<file path="src/rtl/necirtx_pkg.sv">
// package for the nec ir frame transmitter: types, register map and reset values
`default_nettype none

package necirtx_pkg;

  // parameter defaults
  localparam int unsigned CODE_BITS_DEFAULT   = 32;
  localparam int unsigned COUNT_WIDTH_DEFAULT = 13;

  // fixed field widths
  localparam int unsigned LEN_W       = 13;
  localparam int unsigned CODE_W      = 32;
  localparam int unsigned APB_DATA_W  = 32;
  localparam int unsigned APB_ADDR_W  = 5;
  localparam int unsigned IN_TDATA_W  = 8;
  localparam int unsigned OUT_TDATA_W = 8;
  localparam int unsigned PHASE_W     = 4;
  localparam int unsigned BIT_IDX_W   = 6;

  // register reset values
  localparam logic [CODE_W-1:0] CODE_WORD_RST    = 32'h02FD48B7;
  localparam logic [LEN_W-1:0]  LEAD_MARK_RST    = 13'd341;
  localparam logic [LEN_W-1:0]  LEAD_SPACE_RST   = 13'd171;
  localparam logic [LEN_W-1:0]  BIT_MARK_RST     = 13'd22;
  localparam logic [LEN_W-1:0]  ZERO_SPACE_RST   = 13'd21;
  localparam logic [LEN_W-1:0]  ONE_SPACE_RST    = 13'd64;
  localparam logic [LEN_W-1:0]  REPEAT_SPACE_RST = 13'd86;
  localparam logic [LEN_W-1:0]  FRAME_TICKS_RST  = 13'd4096;

  typedef enum logic [2:0] {
    REG_CODE_WORD    = 3'd0,
    REG_LEAD_MARK    = 3'd1,
    REG_LEAD_SPACE   = 3'd2,
    REG_BIT_MARK     = 3'd3,
    REG_ZERO_SPACE   = 3'd4,
    REG_ONE_SPACE    = 3'd5,
    REG_REPEAT_SPACE = 3'd6,
    REG_FRAME_TICKS  = 3'd7
  } reg_idx_e;

  typedef enum logic [PHASE_W-1:0] {
    PH_IDLE       = 4'd0,
    PH_LEAD_MARK  = 4'd1,
    PH_LEAD_SPACE = 4'd2,
    PH_BIT_MARK   = 4'd3,
    PH_BIT_SPACE  = 4'd4,
    PH_STOP_MARK  = 4'd5,
    PH_STOP_SPACE = 4'd6,
    PH_REP_MARK   = 4'd7,
    PH_REP_SPACE  = 4'd8
  } phase_e;

  typedef struct packed {
    logic [CODE_W-1:0] code_word;
    logic [LEN_W-1:0]  lead_mark;
    logic [LEN_W-1:0]  lead_space;
    logic [LEN_W-1:0]  bit_mark;
    logic [LEN_W-1:0]  zero_space;
    logic [LEN_W-1:0]  one_space;
    logic [LEN_W-1:0]  repeat_space;
    logic [LEN_W-1:0]  frame_ticks;
  } cfg_t;

  typedef struct packed {
    logic               mark_on;
    logic [PHASE_W-1:0] phase_code;
    logic               frame_done;
  } res_t;

endpackage

`default_nettype wire

</file>
<file path="src/rtl/necirtx_regs.sv">
// apb register file holding the code word and the phase lengths
`default_nettype none

module necirtx_regs import necirtx_pkg::*; (
  input  wire logic                  clk_i,
  input  wire logic                  rst_ni,
  input  wire logic                  psel,
  input  wire logic                  penable,
  input  wire logic                  pwrite,
  input  wire logic [APB_ADDR_W-1:0] paddr,
  input  wire logic [APB_DATA_W-1:0] pwdata,
  output logic      [APB_DATA_W-1:0] prdata,
  output logic                       pready,
  output cfg_t                       cfg_o
);

  cfg_t     cfg_q, cfg_d;
  reg_idx_e idx;
  logic     wr_en;

  assign pready = 1'b1;
  assign idx    = reg_idx_e'(paddr[4:2]);
  assign wr_en  = psel && penable && pwrite;
  assign cfg_o  = cfg_q;

  always_comb begin
    cfg_d = cfg_q;
    if (wr_en) begin
      case (idx)
        REG_CODE_WORD:    cfg_d.code_word    = pwdata[CODE_W-1:0];
        REG_LEAD_MARK:    cfg_d.lead_mark    = pwdata[LEN_W-1:0];
        REG_LEAD_SPACE:   cfg_d.lead_space   = pwdata[LEN_W-1:0];
        REG_BIT_MARK:     cfg_d.bit_mark     = pwdata[LEN_W-1:0];
        REG_ZERO_SPACE:   cfg_d.zero_space   = pwdata[LEN_W-1:0];
        REG_ONE_SPACE:    cfg_d.one_space    = pwdata[LEN_W-1:0];
        REG_REPEAT_SPACE: cfg_d.repeat_space = pwdata[LEN_W-1:0];
        REG_FRAME_TICKS:  cfg_d.frame_ticks  = pwdata[LEN_W-1:0];
        default:          cfg_d = cfg_q;
      endcase
    end
  end

  always_comb begin
    case (idx)
      REG_CODE_WORD:    prdata = APB_DATA_W'(cfg_q.code_word);
      REG_LEAD_MARK:    prdata = APB_DATA_W'(cfg_q.lead_mark);
      REG_LEAD_SPACE:   prdata = APB_DATA_W'(cfg_q.lead_space);
      REG_BIT_MARK:     prdata = APB_DATA_W'(cfg_q.bit_mark);
      REG_ZERO_SPACE:   prdata = APB_DATA_W'(cfg_q.zero_space);
      REG_ONE_SPACE:    prdata = APB_DATA_W'(cfg_q.one_space);
      REG_REPEAT_SPACE: prdata = APB_DATA_W'(cfg_q.repeat_space);
      REG_FRAME_TICKS:  prdata = APB_DATA_W'(cfg_q.frame_ticks);
      default:          prdata = '0;
    endcase
  end

  always_ff @(posedge clk_i or negedge rst_ni) begin
    if (!rst_ni) begin
      cfg_q.code_word    <= CODE_WORD_RST;
      cfg_q.lead_mark    <= LEAD_MARK_RST;
      cfg_q.lead_space   <= LEAD_SPACE_RST;
      cfg_q.bit_mark     <= BIT_MARK_RST;
      cfg_q.zero_space   <= ZERO_SPACE_RST;
      cfg_q.one_space    <= ONE_SPACE_RST;
      cfg_q.repeat_space <= REPEAT_SPACE_RST;
      cfg_q.frame_ticks  <= FRAME_TICKS_RST;
    end else begin
      cfg_q <= cfg_d;
    end
  end

endmodule

`default_nettype wire

</file>
<file path="src/rtl/necirtx_fsm.sv">
// phase sequencer: tick counting, bit walk, frame padding and repeat decision
`default_nettype none

module necirtx_fsm import necirtx_pkg::*; #(
  parameter int unsigned CODE_BITS   = CODE_BITS_DEFAULT,
  parameter int unsigned COUNT_WIDTH = COUNT_WIDTH_DEFAULT
) (
  input  wire logic clk_i,
  input  wire logic rst_ni,
  input  cfg_t      cfg_i,
  input  wire logic step_i,
  input  wire logic tick_i,
  input  wire logic button_i,
  output res_t      res_o
);

  localparam int unsigned CW     = COUNT_WIDTH;
  localparam int unsigned CalcW  = 17;
  localparam int unsigned BpW    = (CODE_BITS > 1) ? $clog2(CODE_BITS) : 1;
  localparam logic [CW-1:0]  CountMax = '1;
  localparam logic [BpW-1:0] BitTop   = BpW'(CODE_BITS - 1);

  phase_e         phase_q, phase_d;
  logic [CW-1:0]  cnt_q, cnt_d;
  logic [BpW-1:0] bitpos_q, bitpos_d;
  logic [CW-1:0]  elapsed_q, elapsed_d;
  logic [CW-1:0]  pad_q, pad_d;

  logic [BIT_IDX_W-1:0] bp_ext;
  logic                 cur_bit;
  logic [CW-1:0]        len;
  logic [CW-1:0]        cnt_inc;
  logic [CW:0]          acc_sum;
  logic [CW-1:0]        acc;
  logic [CW-1:0]        ft;
  logic [CW-1:0]        pad_calc;
  logic                 done;

  // length registers count as at least 1 and at most the counter range
  function automatic logic [CW-1:0] clamp_len(input logic [CalcW-1:0] v);
    logic [CalcW-1:0] top;
    top = CalcW'(CountMax);
    if (v == '0) begin
      return CW'(1);
    end else if (v > top) begin
      return CountMax;
    end else begin
      return v[CW-1:0];
    end
  endfunction

  always_comb begin
    bp_ext  = BIT_IDX_W'(bitpos_q);
    // positions past the code word read as zero
    cur_bit = bp_ext[5] ? 1'b0 : cfg_i.code_word[bp_ext[4:0]];

    case (phase_q)
      PH_LEAD_MARK:  len = clamp_len(CalcW'(cfg_i.lead_mark));
      PH_LEAD_SPACE: len = clamp_len(CalcW'(cfg_i.lead_space));
      PH_BIT_MARK:   len = clamp_len(CalcW'(cfg_i.bit_mark));
      PH_BIT_SPACE:  len = clamp_len(cur_bit ? CalcW'(cfg_i.one_space)
                                             : CalcW'(cfg_i.zero_space));
      PH_STOP_MARK:  len = clamp_len(CalcW'(cfg_i.bit_mark));
      PH_STOP_SPACE: len = clamp_len(CalcW'(pad_q));
      PH_REP_MARK:   len = clamp_len(CalcW'(cfg_i.lead_mark));
      PH_REP_SPACE:  len = clamp_len(CalcW'(cfg_i.repeat_space));
      default:       len = CW'(1);
    endcase

    cnt_inc  = (cnt_q == CountMax) ? cnt_q : cnt_q + 1'b1;
    acc_sum  = {1'b0, elapsed_q} + {1'b0, cnt_inc};
    acc      = acc_sum[CW] ? CountMax : acc_sum[CW-1:0];
    ft       = clamp_len(CalcW'(cfg_i.frame_ticks));
    // padded stop space, one tick when the frame already overran
    pad_calc = (ft > acc) ? ft - acc : CW'(1);
  end

  always_comb begin
    phase_d   = phase_q;
    cnt_d     = cnt_q;
    bitpos_d  = bitpos_q;
    elapsed_d = elapsed_q;
    pad_d     = pad_q;
    done      = 1'b0;

    if (phase_q == PH_IDLE) begin
      if (button_i) begin
        phase_d   = PH_LEAD_MARK;
        cnt_d     = '0;
        elapsed_d = '0;
        bitpos_d  = BitTop;
      end
    end else if (tick_i) begin
      if (cnt_inc < len) begin
        cnt_d = cnt_inc;
      end else begin
        cnt_d = '0;
        case (phase_q)
          PH_LEAD_MARK: begin
            elapsed_d = acc;
            phase_d   = PH_LEAD_SPACE;
          end
          PH_LEAD_SPACE: begin
            elapsed_d = acc;
            phase_d   = PH_BIT_MARK;
          end
          PH_BIT_MARK: begin
            elapsed_d = acc;
            phase_d   = PH_BIT_SPACE;
          end
          PH_BIT_SPACE: begin
            elapsed_d = acc;
            if (bitpos_q == '0) begin
              phase_d = PH_STOP_MARK;
            end else begin
              bitpos_d = bitpos_q - 1'b1;
              phase_d  = PH_BIT_MARK;
            end
          end
          PH_STOP_MARK: begin
            pad_d     = pad_calc;
            elapsed_d = '0;
            phase_d   = PH_STOP_SPACE;
          end
          PH_STOP_SPACE: begin
            done      = 1'b1;
            elapsed_d = '0;
            phase_d   = button_i ? PH_REP_MARK : PH_IDLE;
          end
          PH_REP_MARK: begin
            elapsed_d = acc;
            phase_d   = PH_REP_SPACE;
          end
          PH_REP_SPACE: begin
            elapsed_d = acc;
            phase_d   = PH_STOP_MARK;
          end
          default: begin
            phase_d = PH_IDLE;
          end
        endcase
      end
    end

    res_o.mark_on    = phase_d inside {PH_LEAD_MARK, PH_BIT_MARK, PH_STOP_MARK, PH_REP_MARK};
    res_o.phase_code = phase_d;
    res_o.frame_done = done;
  end

  always_ff @(posedge clk_i or negedge rst_ni) begin
    if (!rst_ni) begin
      phase_q   <= PH_IDLE;
      cnt_q     <= '0;
      bitpos_q  <= BitTop;
      elapsed_q <= '0;
      pad_q     <= '0;
    end else if (step_i) begin
      phase_q   <= phase_d;
      cnt_q     <= cnt_d;
      bitpos_q  <= bitpos_d;
      elapsed_q <= elapsed_d;
      pad_q     <= pad_d;
    end
  end

  a_hold_without_step: assert property (@(posedge clk_i) disable iff (!rst_ni)
    !step_i |=> $stable(phase_q) && $stable(cnt_q))
    else $error("sequencer state moved without a word");

  a_idle_waits: assert property (@(posedge clk_i) disable iff (!rst_ni)
    step_i && phase_q == PH_IDLE && !button_i |=> phase_q == PH_IDLE)
    else $error("left idle without a press");

  a_no_tick_no_move: assert property (@(posedge clk_i) disable iff (!rst_ni)
    step_i && !tick_i && phase_q != PH_IDLE |=> $stable(phase_q) && $stable(cnt_q))
    else $error("phase advanced without a tick");

  a_idle_clear: assert property (@(posedge clk_i) disable iff (!rst_ni)
    phase_q == PH_IDLE |-> elapsed_q == '0)
    else $error("frame time left over in idle");

  a_done_from_stop_space: assert property (@(posedge clk_i) disable iff (!rst_ni)
    step_i && res_o.frame_done |-> phase_q == PH_STOP_SPACE)
    else $error("frame done outside the padded space");

endmodule

`default_nettype wire

</file>
<file path="src/rtl/nec_ir_frame_transmitter.sv">
// top level of the nec ir frame transmitter: input stage, register file, sequencer, result stage
//
//  channel  | dir | handshake                | word
//  s_axis   | in  | s_axis_tvalid/tready     | tdata[0] tick_elapsed, [1] button_pressed
//  m_axis   | out | m_axis_tvalid/tready     | tdata[0] mark_on, [4:1] phase_code; tlast
//  apb      | in  | psel/penable, pready = 1 | registers 0..7 at 4*i
//
//  one word per cycle sustained while m_axis is ready; a result is offered once its word
//  has passed the input register and then the sequencer logic into the result register
//  rate is set by the phase update feeding the state registers
//  reset (rst_ni low, async) clears both stages to empty and the sequencer to idle
//  a stalled m_axis holds the result; the input stage still takes one more word
`default_nettype none

module nec_ir_frame_transmitter import necirtx_pkg::*; #(
  parameter int unsigned CODE_BITS   = CODE_BITS_DEFAULT,
  parameter int unsigned COUNT_WIDTH = COUNT_WIDTH_DEFAULT
) (
  input  wire logic                   clk_i,
  input  wire logic                   rst_ni,
  input  wire logic                   s_axis_tvalid,
  output logic                        s_axis_tready,
  // [0] tick_elapsed, [1] button_pressed, [7:2] zero
  input  wire logic [IN_TDATA_W-1:0]  s_axis_tdata,
  output logic                        m_axis_tvalid,
  input  wire logic                   m_axis_tready,
  // [0] mark_on, [4:1] phase_code, [7:5] zero
  output logic      [OUT_TDATA_W-1:0] m_axis_tdata,
  // frame_done
  output logic                        m_axis_tlast,
  input  wire logic                   psel,
  input  wire logic                   penable,
  input  wire logic                   pwrite,
  input  wire logic [APB_ADDR_W-1:0]  paddr,
  input  wire logic [APB_DATA_W-1:0]  pwdata,
  output logic      [APB_DATA_W-1:0]  prdata,
  output logic                        pready
);

  cfg_t cfg;
  res_t res;

  logic in_valid_q, in_valid_d;
  logic in_tick_q, in_btn_q;
  logic out_valid_q, out_valid_d;
  res_t out_res_q;
  logic advance;
  logic in_take;

  necirtx_regs u_regs (
    .clk_i   (clk_i),
    .rst_ni  (rst_ni),
    .psel    (psel),
    .penable (penable),
    .pwrite  (pwrite),
    .paddr   (paddr),
    .pwdata  (pwdata),
    .prdata  (prdata),
    .pready  (pready),
    .cfg_o   (cfg)
  );

  necirtx_fsm #(
    .CODE_BITS   (CODE_BITS),
    .COUNT_WIDTH (COUNT_WIDTH)
  ) u_fsm (
    .clk_i    (clk_i),
    .rst_ni   (rst_ni),
    .cfg_i    (cfg),
    .step_i   (advance),
    .tick_i   (in_tick_q),
    .button_i (in_btn_q),
    .res_o    (res)
  );

  // the input word moves on when the result register is free or being drained
  assign advance       = in_valid_q && (!out_valid_q || m_axis_tready);
  assign s_axis_tready = !in_valid_q || advance;
  assign in_take       = s_axis_tvalid && s_axis_tready;

  always_comb begin
    in_valid_d = in_valid_q;
    if (in_take) begin
      in_valid_d = 1'b1;
    end else if (advance) begin
      in_valid_d = 1'b0;
    end
    out_valid_d = out_valid_q;
    if (advance) begin
      out_valid_d = 1'b1;
    end else if (m_axis_tready) begin
      out_valid_d = 1'b0;
    end
  end

  always_ff @(posedge clk_i or negedge rst_ni) begin
    if (!rst_ni) begin
      in_valid_q  <= 1'b0;
      out_valid_q <= 1'b0;
    end else begin
      in_valid_q  <= in_valid_d;
      out_valid_q <= out_valid_d;
    end
  end

  always_ff @(posedge clk_i) begin
    if (in_take) begin
      in_tick_q <= s_axis_tdata[0];
      in_btn_q  <= s_axis_tdata[1];
    end
    if (advance) begin
      out_res_q <= res;
    end
  end

  assign m_axis_tvalid = out_valid_q;
  assign m_axis_tdata  = OUT_TDATA_W'({out_res_q.phase_code, out_res_q.mark_on});
  assign m_axis_tlast  = out_res_q.frame_done;

endmodule

`default_nettype wire
</file>
<file path="config.mk">
export PLATFORM = sky130hd
export DESIGN_NAME = nec_ir_frame_transmitter
export DESIGN_NICKNAME = d
export VERILOG_FILES = /design/src/rtl/necirtx_pkg.sv /design/src/rtl/necirtx_regs.sv /design/src/rtl/necirtx_fsm.sv /design/src/rtl/nec_ir_frame_transmitter.sv
export SDC_FILE = /design/constraint.sdc
export NUM_CORES = 1
export LEC_CHECK = 0
export ABC_CLOCK_PERIOD_IN_PS = 11900
export BUFFER_PORTS_ARGS = -buffer_cell sky130_fd_sc_hd__buf_2
export CAP_MARGIN = 20
export CORE_MARGIN = 4
export CORE_UTILIZATION = 35
export DETAILED_ROUTE_END_ITERATION = 8
export GPL_TIMING_DRIVEN = 0
export PLACE_DENSITY = 0.64
export SYNTH_ARGS = -nofsm -noshare
export SYNTH_HDL_FRONTEND = slang
export SYNTH_HIERARCHICAL = 1
export SYNTH_SLANG_ARGS = --single-unit
</file>
<file path="constraint.sdc">
create_clock -name clk_i -period 11.9 [get_ports clk_i]
set_clock_uncertainty 0.05 [all_clocks]
set_input_delay 1.19 -clock clk_i [delete_from_list [all_inputs] [get_ports clk_i]]
set_output_delay 1.19 -clock clk_i [all_outputs]
set_load 0.005 [all_outputs]
</file>
### Yosys cells after proc, flatten, opt, wreduce, memory -nomap -nowiden

Cells that the tools add are included.

* equal/unequal tests: 23
* magnitude comparators: 4
* add/sub/neg operators: 4
* mux-type cells: 42
* reductions and logical operators: 41
* bitwise logic cells: 3

Operators with widths (count)
* $pmux 32 s8: 1
* $mux 13: 19
* $logic_not 13->1: 6
* $pmux 13 s6: 1
* $pmux 4 s8: 1
* $mux 5: 6
* $pmux 13 s2: 1
* $eq 4x3->1 const B: 6
* $gt 17x13->1 const B: 1
* $logic_not 17->1: 1
* $mux 4: 4
* $reduce_and 2->1: 8
* $add 13x13->14: 1
* $add 13x1->13 const B: 1
* $eq 13x13->1 const B: 1
* $gt 13x13->1: 1
* $lt 13x13->1: 1
* $sub 13x13->13: 1
* $eq 3x3->1 const B: 4
* $eq 4x2->1 const B: 3
* $reduce_and 5->1: 2
* $eq 4x1->1 const B: 2
* $reduce_bool 2->1: 4
* $eq 3x2->1 const B: 2
* 23 further kinds: 39

* logic and storage cells: 137
* flip-flop bits (word level): 181
* input port bits: 52

### Depth between registers and ports, before layout

* depth in word-level cells: 13
* gate-level depth with buffers: 28
* depth with buffers taken out: 27

### Hierarchy

The synthesis kept the hierarchy.

By module, submodules not included
* necirtx_regs: area an instance 5773.0 um^2, cells each 409, times used 1, seq. area each 3125.5 um^2
* necirtx_fsm: area an instance 5066.1 um^2, cells each 593, times used 1, seq. area each 1207.4 um^2
* nec_ir_frame_transmitter: area an instance 370.4 um^2, cells each 20, times used 1, seq. area each 290.3 um^2

### Worst setup path before layout

Ideal clock, no wire load.

* path kind: reg-to-reg
* from: register u_fsm.cnt_q[0]
* to: register u_fsm.pad_q[12]
* slack: 6362 ps
* stages on the path, launching flop included: 28
* clock period less this slack: 5538 ps
* data required time: 11740 ps
* arrival: 5378 ps
* cell sequence: dfrtp_1 -> ha_1 -> nand2_1 -> nor4_2 -> nand2_1 -> mux2_2 -> ha_1 -> a21o_1 -> a21oi_1 -> o21a_1 -> o31ai_1 -> a21o_1 -> a21oi_1 -> o21ai_0 -> clkbuf_1 -> nor2_1 -> inv_1 -> ha_1 -> fa_1 -> nor2b_1 -> o21ai_0 -> nand2b_1 -> a21o_1 -> a21oi_1 -> o21ai_0 -> a41oi_1 -> xor2_1 -> o41ai_1

* cells in the longest elaborated chain, start to end: 6

RTL lines
* start, declared: line necirtx_fsm.sv:24 `logic [CW-1:0] cnt_q, cnt_d;`
* start signal, assigned: line necirtx_fsm.sv:159 `cnt_q <= cnt_d;`
* $add 13x1->13 / $eq 13x13->1 (equally long branches): line necirtx_fsm.sv:70 `cnt_inc = (cnt_q == CountMax) ? cnt_q : cnt_q + 1'b1;`
* $mux 13 (*): line necirtx_fsm.sv:70
* $add 13x13->14: line necirtx_fsm.sv:71 `acc_sum = {1'b0, elapsed_q} + {1'b0, cnt_inc};`
* $mux 13: line necirtx_fsm.sv:72 `acc = acc_sum[CW] ? CountMax : acc_sum[CW-1:0];`
* $sub 13x13->13 / $gt 13x13->1 (equally long branches): line necirtx_fsm.sv:75 `pad_calc = (ft > acc) ? ft - acc : CW'(1);`
* $mux 13: line necirtx_fsm.sv:75
* end signal, assigned: line necirtx_fsm.sv:162 `pad_q <= pad_d;`
* end, declared: line necirtx_fsm.sv:27 `logic [CW-1:0] pad_q, pad_d;`

Every way passes the cells marked *; elsewhere a longest branch is shown, timed or not.
A chain may end at the register's enable or synchronous reset.

### Worst setup path in the final report

* from: register u_fsm.cnt_q[0]
* to: register u_fsm.pad_q[0]

Same word-level chain as after synthesis.

==> summary.txt <==
CTS
  – H-tree levels: 4
  – Clk_lat worst skew: 0.46 ns
  – Num CTS Buffers: 17
  – Hold buffers post-CTS: 0
  – Post-cts resize count: 0
  – CTS sink cnt: 181
  – Post CTS Setup Buffer Count: 0
  – CTS tree: done
  – Clock Tree Root: clkbuf_16
  – Reg clk slew, reported paths: 0.08 ns
  – Clk buf depth: 2

Synth
  – Register bit count reported by yosys: 181
  – Unique masters post-synth: 80
  – Ys Warns: 6
  – Post-Synthesis Cell Area: 11200 um^2
  – Sequential share of the synthesized area: 41.2%
  – Commonest register cell after synthesis: dfrtp_1
  – Cells after Synth: 1022
  – Syn_area_per_cell: 11.0 um^2
  – Synth async-reset ratio: 95.6%
  – Post-synth EDFFs: 8

Routing
  – Initial DRC Count: 986
  – Via density per instance: 5.75
  – Vias: 8866
  – Post-route DRC violation count: 0
  – DR pass1 iterations: 5
  – Post-Route WL: 33100 um
  – Routed length per instance: 21.5 um
  – Antenna viol nets, final: 0

Global routing
  – GR Overflow Total: 0
  – Grt peak-use layer: met2
  – Total GRT Usage: 18.8%
  – Number of global-route vias before repair: 8750
  – Initial antenna violation count: 1
  – Global-route wire length before repair: 52200 um
  – Largest net degree at the start of global routing: 90
  – Met2 Track Usage GR: 29.1%
  – Grt met3 use: 2.82%
  – Grt met1 use: 27.2%

Floorplanning
  – Die area: 35000 um^2
  – Num ports: 96
  – Die W: 187 um
  – Die height: 187 um
  – Starting Density: 35.5%
  – CORE AREA: 31600 um^2
  – Site Rows: 65

Critical path
  – Setup crit start kind: flip-flop
  – Critical Path Fanout Max: 10
  – Critical path class: reg -> reg
  – Worst path required time: 12.21 ns
  – CP arrival: 7.17 ns
  – Nature of the critical path endpoint: flip-flop

STA
  – Slew margin rel.: 50.6%
  – Final WS setup: 5.05 ns
  – Setup-failing EPs final: 0
  – Fin crit period: 6.85 ns
  – WHS: 0.454 ns
  – Final slew viol count: 0
  – Slew @ Worst Pin: 0.735 ns
  – Setup TNS: 0 ns
  – Max frequency: 0.146 GHz
  – Final Hold Viols: 0
  – Unrepaired setup endpoints after global routing: false
  – Final period utilization: 57.6%

Hold path
  – Hold Path Class: reg -> reg

Cells and area
  – Area growth syn-to-layout: 14.3%
  – Layout cells sized above 1: 30.2%
  – NumNets Final: 1222
  – Diode count: 0

Status
  – Status: complete, no violations

Power
  – Max VDD drop: 0.133 mV
  – LEAKAGE: 5.81 nW
  – Pwr Density: 229 nW/um^2

Placed design
  – GP Congestion: 0.978
  – Port Buffers: 83
  – Setup Slack @ Placement: 5.20 ns
  – Post-DP HPWL: 25100 um

Job
  – Max_cap viols: 0
-- metrics by stage --
stage	util [%]	total power, mW	cells	instance area (um^2)
after floorplan	-	1.89	1024	11200
after global placement	38.5	2.28	1509	12100
after detailed placement	38.6	2.31	1510	12200
after CTS	40.6	2.92	1542	12800
after global routing	40.6	3.11	1543	12800
final	40.6	2.93	1543	12800
-- power by group --
group / total (mW) / switching (mW) / internal, mW
combinational: 1.38 / 0.811 / 0.573
clock: 0.601 / 0.295 / 0.306
sequential: 0.945 / 0.159 / 0.786
-- cell usage in the layout (no fill, tap or decap), types with 26 or more instances in the layout --
master	instances
clkbuf_1	39
buf_2	101
nand2_1	46
o21ai_0	27
dfstp_2	43
nor2_1	63
mux2_2	96
nor4_1	26
a21oi_1	39
mux2_4	30
ha_1	40
mux2i_1	54
dfrtp_1	130
-- layer usage --
metal	routed length, um	share of wire (%)	vias up
met5	11	0.033	-
met4	845	2.6	2
met3	2300	6.9	50
met2	14900	45	365
met1	15000	45	4404
li1	-	-	4045
-- area by class of cell --
cell class / instances / area, um^2
clock inverter: 15 / 206
sequential: 181 / 4620
clock buffer: 17 / 425
buffer: 72 / 365
fill: 3036 / 18700
tap: 402 / 503
timing repair buffer: 85 / 460
multi-input combinational: 754 / 6160
inverter: 17 / 63.8
-- cells in the mapped netlist (17+ instances only) --
cell type | count | share of area [%]
dfstp_2 | 43 | 10
mux2_4 | 30 | 4.0
xnor2_1 | 17 | 1.3
mux2i_1 | 54 | 4.8
nand2_1 | 46 | 1.5
dfrtp_1 | 130 | 29
and2_1 | 24 | 1.3
inv_1 | 17 | 0.57
mux2_2 | 96 | 9.6
xor2_1 | 17 | 1.3
ha_1 | 40 | 4.5
nor2_1 | 63 | 2.1
clkbuf_1 | 39 | 1.3
o2bb2ai_1 | 19 | 1.5
nor4_1 | 26 | 1.5
buf_2 | 19 | 0.85
a21oi_1 | 39 | 1.7
o21ai_0 | 27 | 1.2
-- cell families (layout without fill, tap and decap cells) --
family	count (synthesis)	after routing	synth area share, %
and+or+nand+nor	245	245	11.7
AOI/OAI and AO/OA	239	239	15.6
muxes	190	190	20.1
DFF	181	181	41.2
buffers and inverters	89	206	3.83
adders and majority gates	42	42	4.82
xor gates and xnor gates	34	34	2.66
other	2	4	0.0670
-- sequential cells by signal, summed over array words and instances, names as in the netlist --
name,flops
in_btn_q,1
in_tick_q,1
in_valid_q,1
m_axis_tdata,5
m_axis_tlast,1
m_axis_tvalid,1
u_fsm/bitpos_q,5
u_fsm/cnt_q,13
u_fsm/elapsed_q,13
u_fsm/pad_q,13
u_fsm/phase_q,4
u_regs/cfg_o,123
-- worst max-delay path, cell delays in order, from the launching register on --
cell and delay, ns:
dfrtp_1 0.44, ha_1 0.29, nand2_1 0.12, nor4_2 0.39
nand2_1 0.30, nand4_1 0.35, nor2_1 0.09, xor2_1 0.30
ha_1 0.31, nor3_1 0.08, o21a_1 0.14, o31ai_1 0.40
a21o_1 0.18, a21oi_1 0.09, o21ai_0 0.43, clkbuf_1 0.42
nor2_1 0.17, ha_1 0.40, and2_1 0.22, nand2_1 0.07
nor4_1 0.28, nand2_1 0.08, o21ai_0 0.09, nand3b_1 0.26
clkbuf_1 0.51, inv_1 0.10, a31oi_1 0.17
-- path summary, 6_finish.rpt --
check / from / end / slack [ns] / cells past startpoint
worst max-delay path: u_fsm/cnt_q[0] / u_fsm/pad_q[0] / 5.05 / 26
worst min-delay path: u_fsm/elapsed_q[7] / u_fsm/elapsed_q[7] / 0.45 / 1
worst max register to register: u_fsm/cnt_q[0] / u_fsm/pad_q[0] / 5.05 / 26
worst min register to register: u_fsm/elapsed_q[7] / u_fsm/elapsed_q[7] / 0.45 / 1
max in group asynchronous: rst_ni / u_regs/cfg_o[14] / 10.22 / 2
min in group asynchronous: rst_ni / u_fsm/elapsed_q[7] / 0.67 / 1
Note: power is estimated with default switching activity, not from simulation.
